<file path="src/rtl/mcpi_pkg.sv">
// Shared types, codes and constants for the multichannel PI controller.
`timescale 1ns / 1ps
package mcpi_pkg;

	// field widths
	localparam int ERR_W   = 24;
	localparam int GAIN_W  = 16;
	localparam int LIM_W   = 31;
	localparam int ACC_W   = 32;
	localparam int DRV_W   = 32;
	localparam int CH_W    = 8;
	localparam int ACT_W   = 9;
	localparam int PE_W    = GAIN_W + 1 + ERR_W;
	localparam int PI_W    = GAIN_W + 1 + ACC_W;

	// channel space addressable by the channel field
	localparam int CH_SPACE     = 256;
	localparam int CHANNELS_DEF = 256;

	// register reset values
	localparam logic [GAIN_W-1:0] PROP_GAIN_RST  = 16'd4096;
	localparam logic [GAIN_W-1:0] INTEG_GAIN_RST = 16'd410;
	localparam logic [LIM_W-1:0]  INTEG_LIM_RST  = 31'd409600;
	localparam logic [ACT_W-1:0]  ACTIVE_RST     = 9'd256;

	// register indexes (paddr[3:2])
	localparam logic [1:0] REG_PROP_GAIN  = 2'd0;
	localparam logic [1:0] REG_INTEG_GAIN = 2'd1;
	localparam logic [1:0] REG_INTEG_LIM  = 2'd2;
	localparam logic [1:0] REG_ACTIVE     = 2'd3;

	// op codes
	localparam logic OP_UPDATE = 1'b0;
	localparam logic OP_CLEAR  = 1'b1;

	typedef enum logic [1:0] {
		ST_OK    = 2'd0,
		ST_RANGE = 2'd1,
		ST_CLEAR = 2'd2,
		ST_SAT   = 2'd3
	} status_t;

	// per-stage tag that travels with each word
	typedef struct packed {
		logic            vld;
		status_t         kind;
		logic [CH_W-1:0] ch;
	} tag_t;

endpackage

</file>
<file path="src/rtl/mcpi_mac.sv">
// Gain multiply, round off 12 fraction bits and saturate to 32 bits.
`timescale 1ns / 1ps
module mcpi_mac import mcpi_pkg::*; (
	input  logic                     clk,
	input  logic                     en,
	input  logic [GAIN_W-1:0]        prop_gain,
	input  logic [GAIN_W-1:0]        integ_gain,
	input  logic signed [ERR_W-1:0]  err,
	input  logic signed [ACC_W-1:0]  acc,
	output logic signed [DRV_W-1:0]  drive_c,
	output logic                     sat_c
);

	localparam int SUM_W = PI_W + 1;

	logic signed [GAIN_W:0]   kp;
	logic signed [GAIN_W:0]   ki;
	logic signed [PE_W-1:0]   pe_c;
	logic signed [PI_W-1:0]   pi_c;
	logic signed [PE_W-1:0]   pe_s3;
	logic signed [PI_W-1:0]   pi_s3;
	logic signed [SUM_W-1:0]  total;
	logic signed [SUM_W-1:0]  shifted;
	logic                     hi_pos;
	logic                     hi_neg;

	// gains are unsigned: zero-extend into the signed product
	assign kp   = {1'b0, prop_gain};
	assign ki   = {1'b0, integ_gain};
	assign pe_c = kp * err;
	assign pi_c = ki * acc;

	// product registers
	always_ff @(posedge clk) begin
		if (en) begin
			pe_s3 <= pe_c;
			pi_s3 <= pi_c;
		end
	end

	// round half up, then clip to the 32-bit range
	always_comb begin
		total   = SUM_W'(pe_s3) + SUM_W'(pi_s3) + SUM_W'(2048);
		shifted = total >>> 12;
		hi_pos  = ~shifted[SUM_W-1] & (|shifted[SUM_W-2:DRV_W-1]);
		hi_neg  = shifted[SUM_W-1] & ~(&shifted[SUM_W-2:DRV_W-1]);
		sat_c   = hi_pos | hi_neg;
		if (hi_pos) begin
			drive_c = {1'b0, {(DRV_W-1){1'b1}}};
		end else if (hi_neg) begin
			drive_c = {1'b1, {(DRV_W-1){1'b0}}};
		end else begin
			drive_c = shifted[DRV_W-1:0];
		end
	end

endmodule

</file>
<file path="config.mk">
export PLATFORM = sky130hd
export DESIGN_NAME = mcpi_mac
export DESIGN_NICKNAME = d
export VERILOG_FILES = /design/src/rtl/mcpi_pkg.sv /design/src/rtl/mcpi_mac.sv
export SDC_FILE = /design/constraint.sdc
export NUM_CORES = 2
export LEC_CHECK = 0
export ABC_AREA = 0
export BUFFER_PORTS_ARGS = -buffer_cell sky130_fd_sc_hd__buf_2
export CAP_MARGIN = 20
export CORE_ASPECT_RATIO = 0.7
export CORE_MARGIN = 2
export CORE_UTILIZATION = 55
export CTS_CLUSTER_SIZE = 14
export DETAILED_ROUTE_END_ITERATION = 16
export GPL_TIMING_DRIVEN = 0
export PLACE_DENSITY = 0.74
export SYNTH_ARGS = -nofsm -noshare
export SYNTH_HDL_FRONTEND = slang
export SYNTH_SLANG_ARGS = --single-unit
</file>
<file path="constraint.sdc">
create_clock -name clk -period 8 [get_ports clk]
set_clock_uncertainty 0.15 [all_clocks]
set_input_delay 0.8 -clock clk [delete_from_list [all_inputs] [get_ports clk]]
set_output_delay 0.8 -clock clk [all_outputs]
set_load 0.1 [all_outputs]
</file>
# == After elaboration in Yosys (flattened, before gate mapping) ==
# Cells that the tools add are included.
# classes
add_sub_neg,2
n_mul,2
n_mux,2
bitwise,5
n_reduce_logical,2
# op_table
operator,n
two-way mux 32 bit,2
adder 41 x 49 -> 50 bit,1
adder 50 x 13 -> 50 bit (second input constant),1
multiplier 17 x 32 -> 49 bit,1
multiplier 17 x 24 -> 41 bit,1
AND reduction 7 bit,1
OR reduction 7 bit,1
bitwise AND 1 bit,2
inverter 1 bit,2
bitwise OR 1 bit,1
# word_totals
register_bits,90
output_inout_bits,33
word_cells,15

# == Longest topological paths before layout ==
# depth
ltp_word,7
depth_mapped,27
mapped_depth_nobuf,25

# == Least setup slack after synthesis ==
# No wires, ideal clock.
# synth_path
path_type,input to register
startpoint,input port integ_gain[8]
endpoint,"register pi_s3[47], data pin"
setup_time_ns,0.263
arrival_ns,6.570
t_required_ns,7.587
path_slack_ns,1.017
stages,24
cell_sequence,clkbuf_1 > nand2_1 > fa_1 > inv_1 > fa_1 > inv_1 > fa_1 > inv_1 > fa_1 > fa_1 > inv_1 > fa_1 > inv_1 > ha_1 > a21o_1 > a21o_1 > a221o_1 > a311oi_1 > a211oi_1 > nor2_1 > a21oi_1 > a41o_1 > a311oi_1 > xnor2_1
# synth_via
elab_chain_len,1
# synth_lines
element,line_no,rtl
"start, declared",mcpi_mac.sv:7,"input logic [GAIN_W-1:0] integ_gain,"
multiplier 17 x 32 -> 49 bit,mcpi_mac.sv:31,assign pi_c = ki * acc;
named net pi_c[47],mcpi_mac.sv:19,logic signed [PI_W-1:0] pi_c;
"end signal, assigned",mcpi_mac.sv:37,pi_s3 <= pi_c;
"end, declared",mcpi_mac.sv:21,logic signed [PI_W-1:0] pi_s3;
# The timed path passes the listed nets, and every way through them passes these cells.
# A chain may end at the register's enable or synchronous reset.

# == Final worst setup path ==
# layout_path
startpoint,input port integ_gain[2]
endpoint,"register pi_s3[47], data pin"
# The elaborated chain is that of the path after synthesis.

==> out/results.ini <==
[status]
status=complete, no violations

[setup_path]
path_max_fanout=10
crit_required_ns=7.97
worstSetupStartpoint=integ_gain[2]
worst-setup-path-type=input port to flip-flop
arrival_ns=7.78
end_kind=flip-flop
cp-start-kind=input port

[timing]
drv_slew=0
tightestPinTransition_ns=1.12
finalHoldViolations=0
holdWs_ns=0.713
setup_ws_ns=0.189
finalCriticalPeriod_ns=7.81
setup_violations=0
relSlewSlack_pct=25.0
fmax_mhz=128
finalCritPeriodShare_pct=97.6

[global_routing]
antenna_found_initial=9
grt.overflow.total=0
grt-busiest-layer=met1
grt_pass1_vias=29454
gr-usage-met2_pct=42.3
grt_use_met1_pct=42.8
met3_usage_pct=9.86
grt_pass1_wl_um=159000
grt_max_degree=51
grt_use_total_pct=29.3

[clock_tree]
cts_tree=done
numCtsBuffers=9
cts_resized=5
ctsHoldBuffers=0
cts.sinks=90
post_cts_buffers=0
clock_path_buffers=2
htreeDepth=3
root_buffer=clkbuf_16
clk_pin_slew_worst_paths_ns=0.07

[synth]
synth_top_area_cell=fa_1
synth.most_common_cell=inv_1
synthFlopType=edfxtp_1
synth_edf_count=90
syn_area_mm2=0.0377
yosysUniqueCellTypes=61
ys_warn_count=0
yosysSeqAreaShare_pct=7.18
synth_top_area_share_pct=46.0
synth_area_leaders=fa_1 46%, ha_1 10%, inv_1 10%
avgSynthCellArea_um2=9.13
async_flop_share_pct=0
synthCells=4123
ys_ff_latch=90
synthesis.nets=5392
synth_common_cells=1,034 x inv_1, 866 x fa_1, 570 x nand2_1

[layout]
nFillCells=6060
multi_input_area_mm2=0.0305
area.growth.synth_to_final_pct=5.76
drive_gt1_share_pct=4.51
final_nets=5523
regArea_mm2=0.00270
post-route-cell-area_mm2=0.0398

[route]
wl_um=97700
drcViolationCount=0
dr_total_vias=28138
postRouteAntennaNets=0
via_per_inst=5.45
drtIter0Drc=2475
first_pass_iters=6
avgRoutedWirePerCell_um=18.9

[run]
cap_violations=0

[placed_design]
routabilityCongestion=0.987
placed_area_mm2=0.0394
hpwlAfterDp_um=84900
dp_slack_ns=-0.574
portBuffers=122

[die]
fp.dieW_um=317
initial_utilization_pct=55.4
ios=123
die_height_um=223
fp-row-count=80
fp.dieArea_mm2=0.0706
placeableCoreArea_mm2=0.0680

[min_path]
hold_path_class=input port to flip-flop
holdCritStartpoint=prop_gain[0]

## flip-flops by register name, indices dropped and copies added, names as in the netlist
signal / flops
pe_s3: 41
pi_s3: 49
## cells by family (layout without fill, tap and decap cells)
group / count (synthesis) / count (layout) / share of synthesized area [%]
muxes: 2 / 2 / 0.0532
adders and majority gates: 1179 / 1179 / 56.4
and+or+nand+nor: 1119 / 1119 / 14.4
DFF: 90 / 90 / 7.18
xor gates and xnor gates: 126 / 126 / 2.93
other: 0 / 2 / 0
buffers and inverters: 1198 / 1334 / 12.0
AOI/OAI and AO/OA: 409 / 409 / 6.98
## per-layer routing
metal / vias to the layer above / share of wire (%)
met5: - / 0.050
met4: 6 / 2.7
met3: 167 / 12
met2: 1208 / 42
met1: 14204 / 43
li1: 12553 / -
## final cells by class
class	instances	area share, %
buffer	161	1.64
sequential	90	6.79
clock inverter	7	0.311
inverter	1034	9.74
tap	902	2.83
multi-input combinational	2835	76.5
clock buffer	9	0.565
timing repair buffer	123	1.61
antenna	2	0.0126
## metrics by stage
stage               util, %  setup TNS [ns]  instances
floorplan                 -               0       4123
global placement       58.0           -3.59       5147
detailed placement     58.0           -4.11       5148
CTS                    58.5               0       5164
global route           58.6       -0.000608       5161
finish                 58.6               0       5163
## path summary, 6_finish.rpt
check	endpoint	depth (start not counted)
worst min-delay path	pe_s3[0]$_DFFE_PP_	2
worst max-delay path	pi_s3[47]$_DFFE_PP_	24
## cell usage in the layout (no fill, tap or decap), types with 11 or more instances in the layout
master	count
inv_1	1034
fa_1	866
nand2_1	570
and2_1	387
ha_1	313
clkbuf_1	127
a21oi_1	127
buf_2	124
edfxtp_1	90
xnor2_1	89
o21ai_0	76
a21o_1	66
nor2_1	51
xor2_1	37
clkbuf_2	28
o21bai_1	22
nand3_1	20
o21a_1	20
nand4_1	17
a31oi_1	16
nor2b_1	14
and3_1	12
nor3_1	11
## critical path, cell delays in order
cell      delay [ns]
buf_2           0.16
clkbuf_2        0.36
and2_1          0.28
fa_1            0.53
inv_1           0.06
fa_1            0.57
fa_1            0.47
fa_1            0.55
inv_1           0.05
fa_1            0.48
inv_1           0.05
fa_1            0.49
inv_1           0.05
ha_1            0.34
a21oi_1         0.15
o21ai_0         0.19
a221o_1         0.45
a311oi_4        0.45
a211oi_1        0.21
nor2_1          0.15
a21oi_1         0.12
a41o_1          0.35
a311oi_1        0.35
xnor2_1         0.12
Power is not shown: default switching activity piles up to over one toggle a cycle in this logic, so the estimate is an artifact.
